--- src/rtl/core/sdaf_pkg.sv ---
// sdaf_pkg: shared constants, state types and status structs of the signed
// decimal ASCII formatter. Depends on nothing; every other rtl/core file uses it.
package sdaf_pkg;

   localparam int MAX_WIDTH_DEFAULT = 16;
   localparam int VALUE_W           = 32;
   localparam int FWIDTH_W          = 5;
   localparam int CHAR_W            = 8;
   localparam int DIGITS            = 10;
   localparam int BCD_W             = DIGITS * 4;
   localparam int NDIG_W            = 4;
   localparam int BITCNT_W          = $clog2(VALUE_W);

   localparam logic [CHAR_W-1:0] ASCII_ZERO  = 8'h30;
   localparam logic [CHAR_W-1:0] ASCII_SPACE = 8'h20;
   localparam logic [CHAR_W-1:0] ASCII_MINUS = 8'h2D;

   typedef enum logic [1:0] {
      ST_IDLE,
      ST_CONV,
      ST_EMIT
   } ctrl_state_type;

   typedef enum logic [1:0] {
      BCD_IDLE,
      BCD_SHIFT,
      BCD_NORM
   } bcd_state_type;

   typedef struct packed {
      logic              done;
      logic [NDIG_W-1:0] ndigits;
   } bcd_status_type;

   typedef struct packed {
      logic              busy;
      logic              last_char;
      logic [CHAR_W-1:0] character;
   } emit_status_type;

endpackage

--- src/rtl/core/sdaf_if.sv ---
// sdaf_if: valid/ready channel interfaces for the formatter's request and
// response items. Depends on sdaf_pkg for field widths.
interface sdaf_req_if;
   logic                                valid;
   logic                                ready;
   logic signed [sdaf_pkg::VALUE_W-1:0] value;
   logic [sdaf_pkg::FWIDTH_W-1:0]       field_width;
   logic                                zero_fill;

   modport source (output valid, output value, output field_width, output zero_fill,
                   input ready);
   modport sink   (input valid, input value, input field_width, input zero_fill,
                   output ready);
endinterface

interface sdaf_rsp_if;
   logic                         valid;
   logic                         ready;
   logic [sdaf_pkg::CHAR_W-1:0]  character;
   logic                         last_char;

   modport source (output valid, output character, output last_char, input ready);
   modport sink   (input valid, input character, input last_char, output ready);
endinterface

--- src/rtl/core/sdaf_bcd.sv ---
// sdaf_bcd: bit-serial binary to BCD converter (shift and add-3), followed by
// a digit-serial pass that drops leading zero digits. Depends on sdaf_pkg.
module sdaf_bcd (
   input  logic                            clock,
   input  logic                            reset,
   input  logic                            start,
   input  logic [sdaf_pkg::VALUE_W-1:0]    magnitude,
   output logic [sdaf_pkg::BCD_W-1:0]      digits,
   output sdaf_pkg::bcd_status_type        status
);

   sdaf_pkg::bcd_state_type          state_ff, state_in;
   logic [sdaf_pkg::BCD_W-1:0]       bcd_ff, bcd_in;
   logic [sdaf_pkg::VALUE_W-1:0]     bin_ff, bin_in;
   logic [sdaf_pkg::BITCNT_W-1:0]    cnt_ff, cnt_in;
   logic [sdaf_pkg::NDIG_W-1:0]      nd_ff, nd_in;
   logic [sdaf_pkg::BCD_W-1:0]       adj;
   logic                             last_bit;
   logic                             can_drop;

   // add 3 to every digit of 5 or more before the shift
   always_comb begin
      for (int i = 0; i < sdaf_pkg::DIGITS; i++) begin
         adj[i*4 +: 4] = (bcd_ff[i*4 +: 4] >= 4'd5) ? bcd_ff[i*4 +: 4] + 4'd3
                                                     : bcd_ff[i*4 +: 4];
      end
   end

   assign last_bit = (cnt_ff == sdaf_pkg::BITCNT_W'(sdaf_pkg::VALUE_W - 1));
   assign can_drop = (bcd_ff[sdaf_pkg::BCD_W-1 -: 4] == 4'd0) && (nd_ff > 4'd1);

   // next state
   always_comb begin
      state_in = state_ff;
      unique case (state_ff)
         sdaf_pkg::BCD_IDLE:  if (start) state_in = sdaf_pkg::BCD_SHIFT;
         sdaf_pkg::BCD_SHIFT: if (last_bit) state_in = sdaf_pkg::BCD_NORM;
         sdaf_pkg::BCD_NORM:  if (!can_drop) state_in = sdaf_pkg::BCD_IDLE;
         default:             state_in = sdaf_pkg::BCD_IDLE;
      endcase
   end

   // datapath and outputs
   always_comb begin
      bcd_in         = bcd_ff;
      bin_in         = bin_ff;
      cnt_in         = cnt_ff;
      nd_in          = nd_ff;
      status.done    = 1'b0;
      status.ndigits = nd_ff;
      unique case (state_ff)
         sdaf_pkg::BCD_IDLE: begin
            if (start) begin
               bcd_in = '0;
               bin_in = magnitude;
               cnt_in = '0;
               nd_in  = sdaf_pkg::NDIG_W'(sdaf_pkg::DIGITS);
            end
         end
         sdaf_pkg::BCD_SHIFT: begin
            {bcd_in, bin_in} = {adj[sdaf_pkg::BCD_W-2:0], bin_ff, 1'b0};
            cnt_in           = cnt_ff + 1'b1;
         end
         sdaf_pkg::BCD_NORM: begin
            if (can_drop) begin
               bcd_in = {bcd_ff[sdaf_pkg::BCD_W-5:0], 4'd0};
               nd_in  = nd_ff - 1'b1;
            end else begin
               status.done = 1'b1;
            end
         end
         default: ;
      endcase
   end

   always_ff @(posedge clock) begin
      if (reset) begin
         state_ff <= sdaf_pkg::BCD_IDLE;
      end else begin
         state_ff <= state_in;
      end
      bcd_ff <= bcd_in;
      bin_ff <= bin_in;
      cnt_ff <= cnt_in;
      nd_ff  <= nd_in;
   end

   assign digits = bcd_ff;

endmodule

--- src/rtl/core/sdaf_emit.sv ---
// sdaf_emit: character sequencer; walks sign, padding and digits left to
// right, one character per step, digits leaving a 40-bit shift register.
// Depends on sdaf_pkg.
module sdaf_emit #(
   parameter int MAX_WIDTH = sdaf_pkg::MAX_WIDTH_DEFAULT
) (
   input  logic                              clock,
   input  logic                              reset,
   input  logic                              start,
   input  logic                              step,
   input  logic [sdaf_pkg::BCD_W-1:0]        digits,
   input  logic [sdaf_pkg::NDIG_W-1:0]       ndigits,
   input  logic                              neg,
   input  logic                              zero_fill,
   input  logic [$clog2(MAX_WIDTH+1)-1:0]    width,
   output sdaf_pkg::emit_status_type         status
);

   localparam int WID_W = $clog2(MAX_WIDTH + 1);

   logic                         busy_ff, busy_in;
   logic [WID_W-1:0]             pos_ff, pos_in;
   logic [WID_W-1:0]             total_ff, total_in;
   logic [WID_W-1:0]             pad_ff, pad_in;
   logic [WID_W-1:0]             prefix_ff, prefix_in;
   logic                         neg_ff, neg_in;
   logic                         zf_ff, zf_in;
   logic [sdaf_pkg::BCD_W-1:0]   dig_ff, dig_in;
   logic [WID_W-1:0]             text_len;
   logic [WID_W-1:0]             sign_pos;
   logic                         in_prefix;
   logic                         is_last;
   logic [sdaf_pkg::CHAR_W-1:0]  char_sel;

   assign text_len  = WID_W'(ndigits) + WID_W'(neg);
   assign sign_pos  = zf_ff ? '0 : pad_ff;
   assign in_prefix = (pos_ff < prefix_ff);
   assign is_last   = (pos_ff == total_ff - 1'b1);

   always_comb begin
      if (!in_prefix) begin
         char_sel = sdaf_pkg::ASCII_ZERO + {4'd0, dig_ff[sdaf_pkg::BCD_W-1 -: 4]};
      end else if (neg_ff && (pos_ff == sign_pos)) begin
         char_sel = sdaf_pkg::ASCII_MINUS;
      end else begin
         char_sel = zf_ff ? sdaf_pkg::ASCII_ZERO : sdaf_pkg::ASCII_SPACE;
      end
   end

   always_comb begin
      busy_in   = busy_ff;
      pos_in    = pos_ff;
      total_in  = total_ff;
      pad_in    = pad_ff;
      prefix_in = prefix_ff;
      neg_in    = neg_ff;
      zf_in     = zf_ff;
      dig_in    = dig_ff;
      if (start) begin
         busy_in   = 1'b1;
         pos_in    = '0;
         total_in  = (width > text_len) ? width : text_len;
         pad_in    = total_in - text_len;
         prefix_in = pad_in + WID_W'(neg);
         neg_in    = neg;
         zf_in     = zero_fill;
         dig_in    = digits;
      end else if (step && busy_ff) begin
         pos_in = pos_ff + 1'b1;
         if (!in_prefix) dig_in = {dig_ff[sdaf_pkg::BCD_W-5:0], 4'd0};
         if (is_last) busy_in = 1'b0;
      end
   end

   always_ff @(posedge clock) begin
      if (reset) begin
         busy_ff <= 1'b0;
      end else begin
         busy_ff <= busy_in;
      end
      pos_ff    <= pos_in;
      total_ff  <= total_in;
      pad_ff    <= pad_in;
      prefix_ff <= prefix_in;
      neg_ff    <= neg_in;
      zf_ff     <= zf_in;
      dig_ff    <= dig_in;
   end

   assign status.busy      = busy_ff;
   assign status.last_char = is_last;
   assign status.character = char_sel;

endmodule

--- src/rtl/core/signed_decimal_ascii_formatter_unit.sv ---
// signed_decimal_ascii_formatter_unit: top level of the formatter; control
// FSM and response register. Depends on sdaf_pkg, sdaf_if, sdaf_bcd, sdaf_emit.
//
//   channel   dir   handshake      payload
//   req_chan  in    valid/ready    value[31:0] signed, field_width[4:0], zero_fill
//   rsp_chan  out   valid/ready    character[7:0], last_char
//
// Steps: one item takes an accept, 32 shift-and-add-3 steps (one bit of
//   the magnitude a cycle), (10 - digits) leading-zero drops, a hand-off,
//   and one character per cycle while rsp_chan.ready is high;
//   characters = max(min(field_width, MAX_WIDTH), digits + sign).
// Reset: synchronous, active high; clears the FSMs and the response valid.
// Stalls: rsp_chan.ready low with a character held in the response register freezes
//   the character sequencer; a new item is taken once the last character sits there.
module signed_decimal_ascii_formatter_unit #(
   parameter int MAX_WIDTH = sdaf_pkg::MAX_WIDTH_DEFAULT
) (
   input  logic          clock,
   input  logic          reset,
   sdaf_req_if.sink      req_chan,
   sdaf_rsp_if.source    rsp_chan
);

   localparam int WID_W = $clog2(MAX_WIDTH + 1);
   localparam int CMP_W = (WID_W > sdaf_pkg::FWIDTH_W) ? WID_W : sdaf_pkg::FWIDTH_W;

   sdaf_pkg::ctrl_state_type       state_ff, state_in;
   logic                           neg_ff, neg_in;
   logic                           zf_ff, zf_in;
   logic [WID_W-1:0]               width_ff, width_in;
   logic                           rsp_valid_ff, rsp_valid_in;
   logic [sdaf_pkg::CHAR_W-1:0]    rsp_char_ff, rsp_char_in;
   logic                           rsp_last_ff, rsp_last_in;

   logic                           req_fire;
   logic                           bcd_start;
   logic                           emit_start;
   logic                           emit_step;
   logic                           req_neg;
   logic [sdaf_pkg::VALUE_W-1:0]   req_mag;
   logic [CMP_W-1:0]               fw_ext;
   logic [sdaf_pkg::BCD_W-1:0]     bcd_digits;
   sdaf_pkg::bcd_status_type       bcd_stat;
   sdaf_pkg::emit_status_type      emit_stat;

   assign req_fire = req_chan.valid && req_chan.ready;

   // two's complement magnitude; the most negative value maps to 2^31 as unsigned
   assign req_neg = req_chan.value[sdaf_pkg::VALUE_W-1];
   assign req_mag = req_neg ? (sdaf_pkg::VALUE_W'(0) - $unsigned(req_chan.value))
                            : $unsigned(req_chan.value);
   assign fw_ext  = CMP_W'(req_chan.field_width);

   // capture per-item controls; width saturates at MAX_WIDTH
   always_comb begin
      neg_in   = neg_ff;
      zf_in    = zf_ff;
      width_in = width_ff;
      if (req_fire) begin
         neg_in   = req_neg;
         zf_in    = req_chan.zero_fill;
         width_in = (fw_ext > CMP_W'(MAX_WIDTH)) ? WID_W'(MAX_WIDTH)
                                                 : WID_W'(req_chan.field_width);
      end
   end

   // FSM next state
   always_comb begin
      state_in = state_ff;
      unique case (state_ff)
         sdaf_pkg::ST_IDLE: if (req_fire) state_in = sdaf_pkg::ST_CONV;
         sdaf_pkg::ST_CONV: if (bcd_stat.done) state_in = sdaf_pkg::ST_EMIT;
         sdaf_pkg::ST_EMIT: if (emit_step && emit_stat.last_char) state_in = sdaf_pkg::ST_IDLE;
         default:           state_in = sdaf_pkg::ST_IDLE;
      endcase
   end

   // FSM outputs
   always_comb begin
      req_chan.ready = 1'b0;
      bcd_start      = 1'b0;
      emit_start     = 1'b0;
      emit_step      = 1'b0;
      unique case (state_ff)
         sdaf_pkg::ST_IDLE: begin
            req_chan.ready = 1'b1;
            bcd_start      = req_chan.valid;
         end
         sdaf_pkg::ST_CONV: emit_start = bcd_stat.done;
         sdaf_pkg::ST_EMIT: emit_step  = emit_stat.busy && (!rsp_valid_ff || rsp_chan.ready);
         default: ;
      endcase
   end

   sdaf_bcd u_bcd (
      .clock     (clock),
      .reset     (reset),
      .start     (bcd_start),
      .magnitude (req_mag),
      .digits    (bcd_digits),
      .status    (bcd_stat)
   );

   sdaf_emit #(
      .MAX_WIDTH (MAX_WIDTH)
   ) u_emit (
      .clock     (clock),
      .reset     (reset),
      .start     (emit_start),
      .step      (emit_step),
      .digits    (bcd_digits),
      .ndigits   (bcd_stat.ndigits),
      .neg       (neg_ff),
      .zero_fill (zf_ff),
      .width     (width_ff),
      .status    (emit_stat)
   );

   // response register: decouples the sequencer from the downstream stall
   always_comb begin
      rsp_valid_in = rsp_valid_ff && !rsp_chan.ready;
      rsp_char_in  = rsp_char_ff;
      rsp_last_in  = rsp_last_ff;
      if (emit_step) begin
         rsp_valid_in = 1'b1;
         rsp_char_in  = emit_stat.character;
         rsp_last_in  = emit_stat.last_char;
      end
   end

   always_ff @(posedge clock) begin
      if (reset) begin
         state_ff     <= sdaf_pkg::ST_IDLE;
         rsp_valid_ff <= 1'b0;
      end else begin
         state_ff     <= state_in;
         rsp_valid_ff <= rsp_valid_in;
      end
      neg_ff      <= neg_in;
      zf_ff       <= zf_in;
      width_ff    <= width_in;
      rsp_char_ff <= rsp_char_in;
      rsp_last_ff <= rsp_last_in;
   end

   assign rsp_chan.valid     = rsp_valid_ff;
   assign rsp_chan.character = rsp_char_ff;
   assign rsp_chan.last_char = rsp_last_ff;

   // converter finishes only while the FSM waits for it
   a_bcd_done_in_conv: assert property (@(posedge clock) disable iff (reset)
      bcd_stat.done |-> (state_ff == sdaf_pkg::ST_CONV))
      else $error("converter done outside conversion phase");

   // no new item while the sequencer still has characters of the previous one to send
   a_no_accept_while_emit: assert property (@(posedge clock) disable iff (reset)
      req_fire |-> !emit_stat.busy)
      else $error("item accepted while sequencer busy");

   // the last character leaves the sequencer idle on the next cycle
   a_last_ends_emit: assert property (@(posedge clock) disable iff (reset)
      (emit_step && emit_stat.last_char) |=> (!emit_stat.busy && rsp_valid_ff && rsp_last_ff))
      else $error("sequencer did not finish on last character");

endmodule
--- src/flat_wrapper.sv ---
// flat-port wrapper written by rule: the top's interface ports become plain ports
module signed_decimal_ascii_formatter_unit_flat 
#(
   parameter int MAX_WIDTH = sdaf_pkg::MAX_WIDTH_DEFAULT
)
  (clock, reset, req_chan_valid, req_chan_value, req_chan_field_width, req_chan_zero_fill, req_chan_ready, rsp_chan_valid, rsp_chan_character, rsp_chan_last_char, rsp_chan_ready);
  sdaf_req_if req_chan_i ();
  sdaf_rsp_if rsp_chan_i ();
  input  logic clock;
  input  logic reset;
  input wire logic [$bits(req_chan_i.valid)-1:0] req_chan_valid;
  input wire logic [$bits(req_chan_i.value)-1:0] req_chan_value;
  input wire logic [$bits(req_chan_i.field_width)-1:0] req_chan_field_width;
  input wire logic [$bits(req_chan_i.zero_fill)-1:0] req_chan_zero_fill;
  output wire logic [$bits(req_chan_i.ready)-1:0] req_chan_ready;
  output wire logic [$bits(rsp_chan_i.valid)-1:0] rsp_chan_valid;
  output wire logic [$bits(rsp_chan_i.character)-1:0] rsp_chan_character;
  output wire logic [$bits(rsp_chan_i.last_char)-1:0] rsp_chan_last_char;
  input wire logic [$bits(rsp_chan_i.ready)-1:0] rsp_chan_ready;
  assign req_chan_i.valid = req_chan_valid;
  assign req_chan_i.value = req_chan_value;
  assign req_chan_i.field_width = req_chan_field_width;
  assign req_chan_i.zero_fill = req_chan_zero_fill;
  assign req_chan_ready = req_chan_i.ready;
  assign rsp_chan_valid = rsp_chan_i.valid;
  assign rsp_chan_character = rsp_chan_i.character;
  assign rsp_chan_last_char = rsp_chan_i.last_char;
  assign rsp_chan_i.ready = rsp_chan_ready;
  signed_decimal_ascii_formatter_unit #(.MAX_WIDTH(MAX_WIDTH)) u_core (.clock(clock), .reset(reset), .req_chan(req_chan_i), .rsp_chan(rsp_chan_i));
endmodule
--- config.mk ---
export PLATFORM = sky130hd
export DESIGN_NAME = signed_decimal_ascii_formatter_unit_flat
export DESIGN_NICKNAME = d
export VERILOG_FILES = /design/src/rtl/core/sdaf_pkg.sv /design/src/rtl/core/sdaf_if.sv /design/src/rtl/core/sdaf_bcd.sv /design/src/rtl/core/sdaf_emit.sv /design/src/rtl/core/signed_decimal_ascii_formatter_unit.sv /design/src/flat_wrapper.sv
export SDC_FILE = /design/constraint.sdc
export NUM_CORES = 1
export LEC_CHECK = 0
export ABC_AREA = 1
export BUFFER_PORTS_ARGS = -buffer_cell sky130_fd_sc_hd__buf_2
export CORE_UTILIZATION = 59
export DETAILED_ROUTE_END_ITERATION = 7
export PLACE_DENSITY = 0.84
export SLEW_MARGIN = 25
export SYNTH_ARGS = -nofsm -noshare
export SYNTH_HDL_FRONTEND = slang
export SYNTH_HIERARCHICAL = 1
export SYNTH_SLANG_ARGS = --single-unit
--- constraint.sdc ---
create_clock -name clock -period 7.8 [get_ports clock]
set_input_delay 1.17 -clock clock [delete_from_list [all_inputs] [get_ports clock]]
set_output_delay 1.17 -clock clock [all_outputs]
set_load 0.01 [all_outputs]
==> results of run 1 <==
## through the flow
| step | instance area, um2 | total power, uW | instances | setup WS (ps) |
|---|---|---|---|---|
| 2_1_floorplan | 9740 | 2460 | 1163 | 2030 |
| 3_3_place_gp | 10100 | 2690 | 1404 | 3980 |
| 3_5_place_dp | 10200 | 2780 | 1406 | 3880 |
| 4_1_cts | 10700 | 3610 | 1438 | 3880 |
| 5_1_grt | 10700 | 3860 | 1438 | 3420 |
| 6_report | 10700 | 3600 | 1438 | 3890 |
## placed cells by master (no fill, tap or decap), types with 7 or more instances in the layout
master / n
sky130_fd_sc_hd__xnor2_1: 7
sky130_fd_sc_hd__o21ai_0: 55
sky130_fd_sc_hd__nand4_1: 22
sky130_fd_sc_hd__a21oi_1: 23
sky130_fd_sc_hd__nor2_1: 81
sky130_fd_sc_hd__nand2_2: 9
sky130_fd_sc_hd__nand3_1: 65
sky130_fd_sc_hd__inv_1: 157
sky130_fd_sc_hd__clkbuf_16: 18
sky130_fd_sc_hd__nand2_1: 409
sky130_fd_sc_hd__xor2_1: 31
sky130_fd_sc_hd__edfxtp_1: 154
sky130_fd_sc_hd__o22ai_2: 7
sky130_fd_sc_hd__buf_2: 52
sky130_fd_sc_hd__dfxtp_1: 11
sky130_fd_sc_hd__ha_1: 46
sky130_fd_sc_hd__o21ai_1: 9
## worst paths after layout
path                                      to  slack [ps]  cells after the start
setup / recovery  u_core/u_emit/prefix_ff[4]        3890                     22
hold reg to reg        u_core/u_emit/busy_ff         480                      2
hold / removal         u_core/u_emit/busy_ff         480                      2
setup reg to reg  u_core/u_emit/prefix_ff[4]        3890                     22
## area by class of cell
| class | count | area [um2] |
|---|---|---|
| inverter | 163 | 612 |
| clock inverter | 11 | 95.1 |
| tap | 216 | 270 |
| sequential | 165 | 4840 |
| multi-input combinational | 802 | 4110 |
| timing repair buffer | 60 | 335 |
| clock buffer | 21 | 472 |
| fill | 1255 | 5260 |
## flip-flops by register name, indices dropped and copies added, names as in the netlist, 2 cells and up
signal                     cells
u_core/u_bcd/cnt_ff            5
u_core/u_emit/dig_ff          40
u_core/u_emit/pos_ff           5
u_core/rsp_chan.character      8
u_core/u_emit/total_ff         5
u_core/u_bcd/bin_ff           32
u_core/u_bcd/digits           40
u_core/width_ff                5
u_core/u_emit/prefix_ff        5
u_core/u_emit/pad_ff           5
u_core/state_ff                2
u_core/u_bcd/nd_ff             4
u_core/u_bcd/state_ff          2
## cells by family (layout without fill, tap and decap cells)
family	count (synthesis)	after routing	share of synthesized area [%]
flops	165	165	49.8
buf+inv	196	255	8.23
compound gates	107	107	6.56
simple gates	607	607	25.8
fa+ha+maj	47	47	6.12
xor+xnor	38	38	3.42
other cells	2	3	0.0772
## per-layer routing
metal  wire length (um)  global-route usage (%)
met1               8490                    30.3
met2               9410                    41.1
met3               1010                    5.33
met4                334                    9.20
met5                  0                       0
## power breakdown
group | internal [uW] | switching (uW)
clock network | 468 | 340
logic | 403 | 841
registers | 1370 | 184
total | 2240 | 1370
## worst max-delay path, stage by stage, from the launching register on
cell and delay (ps):
sky130_fd_sc_hd__edfxtp_1 400, sky130_fd_sc_hd__ha_1 260, sky130_fd_sc_hd__ha_1 200, sky130_fd_sc_hd__nand2_2 70, sky130_fd_sc_hd__nor2_1 180, sky130_fd_sc_hd__inv_1 80, sky130_fd_sc_hd__ha_1 340, sky130_fd_sc_hd__nand3_1 100
sky130_fd_sc_hd__nand2_1 60, sky130_fd_sc_hd__nor2_2 140, sky130_fd_sc_hd__nand2_4 90, sky130_fd_sc_hd__nand2_1 170, sky130_fd_sc_hd__nand2_1 70, sky130_fd_sc_hd__o21ai_1 100, sky130_fd_sc_hd__inv_1 60, sky130_fd_sc_hd__ha_1 210
sky130_fd_sc_hd__fa_1 410, sky130_fd_sc_hd__xnor2_1 280, sky130_fd_sc_hd__inv_1 70, sky130_fd_sc_hd__nor2_1 130, sky130_fd_sc_hd__nand3_1 110, sky130_fd_sc_hd__nand3_1 90, sky130_fd_sc_hd__nand2_1 50
==> run summary, run 1 <==
Outcome: finished, final reports clean
Drt total wl: 19.2 mm
DRC violation total after the first TritonRoute iteration: 723
Gr ovfl total: 0
Mapped Area: 9730 um2
First-pass detailed-route iteration total: 5
Max clock buf depth: 2
Max IR drop VDD: 0.000239 V
Total setup buffers inserted after CTS: 0
Cts repair resizes: 0
Number of antenna violations at the first check in global routing: 0
Worst setup startpoint: u_core/u_bcd/nd_ff[0]
Number of port buffers: 52
Total number of vias: 7702
Aggregate global-route resource usage: 24.2%
Number of setup violations in the final report: 0
Number of antenna repair diodes: 0
Cell Rows: 46
Area of the die: 17000 um2
Dominant cells by area after synthesis: sky130_fd_sc_hd__edfxtp_1 48%, sky130_fd_sc_hd__nand2_1 16%, sky130_fd_sc_hd__inv_1 6.1%
Number of synthesized flops with an enable pin: 154
Worst hold path startpoint: u_core/u_emit/busy_ff
Register area share after synthesis: 49.8%
Part of the cycle the worst path needs: 50.1%
Max frequency: 0.256 GHz
Max-Cap Viols: 0
Wire length of the first global-routing pass: 32.0 mm
Post-DP HPWL: 13.0 mm
Fin crit period: 3910 ps
Critical Setup Path Class: reg2reg
Initial core utilization: 60.8%
Die span in y: 130 um
Hold buffers post-CTS: 0
Async S/R FF share, synth: 0%
Vias per std cell: 5.36
Setup repair after global routing missed its margin: false
CTS Root Cell: sky130_fd_sc_hd__clkbuf_16
Final-stage net count: 1298
Deepest level of the CTS H-tree: 4
Number of global-route vias before repair: 7232
TritonCTS clock tree: yes
Leading register cell type out of synthesis: sky130_fd_sc_hd__edfxtp_1
Number of nets still failing antenna checks after routing: 0
Worst reg2reg path startpoint: u_core/u_bcd/nd_ff[0]
Yosys top cell by area: sky130_fd_sc_hd__edfxtp_1
Final count of pins violating max slew: 0
I/O pin count: 53
Worst clock skew on the final layout: 4.75 ps
Setup Total Neg Slack: 0 ps
Width of the chip: 130 um
Clock insertion delay at the later pin of the skew report: 420 ps
Number of buffers created by CTS: 17
# DRC: 0
Kind of end point of the critical path: register
Maximum fanout along the worst path: 8
Min Hold Slack: 476 ps
Count of cell types in the netlist: 39
Routed WL per cell: 13.4 um
Average instance area after synthesis: 8.38 um2
Post-layout utilization of the core: 67.1%
Number of register bits inferred by synthesis: 165
Actual slew at the worst max-slew pin: 1030 ps
Most frequent cells after synthesis: 409 x sky130_fd_sc_hd__nand2_1, 158 x sky130_fd_sc_hd__inv_1, 154 x sky130_fd_sc_hd__edfxtp_1
Proportion of layout cells with a drive suffix above 1: 10.3%
Area of the core: 16000 um2
Final Hold Fails: 0
Clock-pin slew on the worst setup and hold paths: 60 ps
Area grow syn2layout: 10.3%
Leakage: 0.00492 uW
Synthesized netlist cell count: 1162
Remaining max-slew budget at the tightest pin: 31.5%
Most common cell in the synthesized netlist: sky130_fd_sc_hd__nand2_1
Gp weighted congestion: 0.880
Synthesis Warnings: 6
PwrDens: 336 nW/um2
Pin count of the biggest net entering global routing: 60
Sink count of the clock tree: 165
Worst endpoint data arrival time: 4090 ps
Min-Delay Path Class: reg2reg
Startpoint type of the worst setup path: register
Worst path required time: 7980 ps
Area share of the leading cell type in the synthesized netlist: 47.5%
(Power assumes the default switching activity.)
==> inputs of run 2 (changes only) <==
- clock period: 7.8 -> 3.95 ns (I/O delays scaled with it)
==> run summary, run 2 (synthesis gave the netlist of run 1 again) <==
Worst endpoint data arrival time: 3930 ps (-160 ps)
Gp weighted congestion: 0.910 (+3.4%)
Max IR drop VDD: 0.000472 V (+97%)
Die span in y: 130 um (unchanged)
Most common cell after layout, fill and taps aside: sky130_fd_sc_hd__nand2_1
Min-Delay Path Class: in2reg
Number of global-route vias before repair: 7439 (+2.9%)
Number of setup violations in the final report: 0 (unchanged)
Area of the die: 17000 um2 (unchanged)
Sink count of the clock tree: 165 (unchanged)
Non-Filler Instances: 1444 (+0.42%)
Worst path required time: 4140 ps (-3840 ps)
CTS Root Cell: sky130_fd_sc_hd__clkbuf_16
Aggregate global-route resource usage: 25.5% (+1.3 points)
TritonCTS clock tree: yes
Number of buffers created by CTS: 17 (unchanged)
Fin crit period: 3740 ps (-165 ps)
Final count of pins violating max slew: 0 (unchanged)
Wire length of the first global-routing pass: 33.6 mm (+5.0%)
Hold buffers post-CTS: 0 (unchanged)
Width of the chip: 130 um (unchanged)
Clock insertion delay at the later pin of the skew report: 430 ps (about the same)
Max clock buf depth: 2 (unchanged)
Deepest level of the CTS H-tree: 4 (unchanged)
Number of antenna violations at the first check in global routing: 0 (unchanged)
Outcome: finished, final reports clean
I/O pin count: 53 (unchanged)
Actual slew at the worst max-slew pin: 686 ps (-339 ps)
Worst clock skew on the final layout: 5.55 ps (+0.798 ps)
Maximum fanout along the worst path: 5 (-3)
Part of the cycle the worst path needs: 94.7% (+45 points)
Proportion of layout cells with a drive suffix above 1: 11.3% (+1.0 points)
Number of port buffers: 52 (unchanged)
Max frequency: 0.267 GHz (+4.4%)
First-pass detailed-route iteration total: 5 (unchanged)
PwrDens: 678 nW/um2 (+100%)
# DRC: 0 (unchanged)
Leakage: 0.00494 uW (+0.46%)
Critical Setup Path Class: reg2reg
Min Hold Slack: 341 ps (-135 ps)
Post-DP HPWL: 13.2 mm (+1.8%)
Remaining max-slew budget at the tightest pin: 54.2% (+23 points)
Kind of end point of the critical path: register
Total number of vias: 7751 (+0.64%)
Vias per std cell: 5.37 (+0.22%)
Count of placed standard cells including taps: 1407 (+0.071%)
Multi-input gate area in the final layout: 4150 um2 (+1.1%)
Total of fill cells in the finished design: 1225 (-2.4%)
Number of nets still failing antenna checks after routing: 0 (unchanged)
Drt total wl: 20.2 mm (+4.7%)
DRC violation total after the first TritonRoute iteration: 762 (+5.4%)
Placement-stage worst setup slack: -63.9 ps (-3940 ps)
Area of the core: 16000 um2 (unchanged)
Gr ovfl total: 0 (unchanged)
FF/Latch Area: 4840 um2 (unchanged)
Number of antenna repair diodes: 0 (unchanged)
Routed WL per cell: 14.0 um (+4.3%)
Final-stage net count: 1304 (+0.46%)
Initial core utilization: 60.8% (unchanged)
Final Hold Fails: 0 (unchanged)
Final Power: 7350 uW (+100%)
Top library cells by usage in the layout, fill and taps aside: 408 x sky130_fd_sc_hd__nand2_1, 157 x sky130_fd_sc_hd__inv_1, 154 x sky130_fd_sc_hd__edfxtp_1
Cell Rows: 46 (unchanged)
Pin count of the biggest net entering global routing: 59 (-1.7%)
Max-Cap Viols: 0 (unchanged)
Startpoint type of the worst setup path: register
Clock-pin slew on the worst setup and hold paths: 60 ps (about the same)
Worst Slack Setup Final: 209 ps (-3690 ps)
Area grow syn2layout: 11.5%
run 2: path summary, 6_finish.rpt:
check | from | to | slack (ps) | depth (start not counted)
setup / recovery | u_core/neg_ff | u_core/u_emit/prefix_ff[4] | 210 | 20
hold / removal | req_chan_zero_fill | u_core/zf_ff | 340 | 1
setup reg to reg | u_core/neg_ff | u_core/u_emit/prefix_ff[4] | 210 | 20
hold reg to reg | u_core/zf_ff | u_core/u_emit/zf_ff | 430 | 0
run 2: metrics by stage:
stage | setup TNS (ps) | util [%] | cell area, um2
finish | 0 | 67.8 | 10900
global route | -42.0 | 67.8 | 10900
CTS | 0 | 67.4 | 10800
detailed placement | -63.9 | 63.5 | 10200
global placement | 0 | 63.5 | 10200
floorplan | 0 | - | 9740
run 2: timing repair:
action / 4_1_cts / 5_1_grt
setup buffers: 0 / 5
endpoints found under the setup margin: 1 / 5
pin swaps: 0 / 2
gates cloned: 0 / 0
resized for setup: 3 / 5
hold endpoints to repair: 0 / 0
run 2: power by group:
group	switching, uW	leakage, uW	total [uW]	internal, uW
sequential	363	0.00157	3060	2700
clock	714	0.000281	1710	998
combinational	1730	0.00309	2580	853
total	2800	0.00494	7350	4550
run 2: per-layer routing:
metal | routed length [um] | track usage (%)
met5 | 0 | 0
met4 | 363 | 10.7
met3 | 1110 | 4.80
met2 | 10000 | 43.5
met1 | 8670 | 32.0
run 2: layout make-up:
| class | count | area share (%) |
|---|---|---|
| clock buffer | 17 | 3.92 |
| clock inverter | 15 | 1.65 |
| inverter | 163 | 5.64 |
| multi-input combinational | 802 | 38.3 |
| sequential | 165 | 44.6 |
| tap | 216 | 2.49 |
| timing repair buffer | 66 | 3.37 |
run 2: critical path, stage by stage (launching register included):
cell and delay, ps:
sky130_fd_sc_hd__edfxtp_1 450, sky130_fd_sc_hd__ha_4 210, sky130_fd_sc_hd__ha_1 340, sky130_fd_sc_hd__inv_1 90, sky130_fd_sc_hd__ha_1 280, sky130_fd_sc_hd__nand2_1 60, sky130_fd_sc_hd__nor2_2 120, sky130_fd_sc_hd__nand4_2 130
sky130_fd_sc_hd__nand2_4 130, sky130_fd_sc_hd__nand2_4 70, sky130_fd_sc_hd__o21ai_1 180, sky130_fd_sc_hd__inv_1 60, sky130_fd_sc_hd__ha_1 200, sky130_fd_sc_hd__fa_1 430, sky130_fd_sc_hd__inv_1 100, sky130_fd_sc_hd__ha_1 180
sky130_fd_sc_hd__inv_1 60, sky130_fd_sc_hd__nor2_2 140, sky130_fd_sc_hd__nand3_1 110, sky130_fd_sc_hd__nand3_1 90, sky130_fd_sc_hd__nand2_1 60
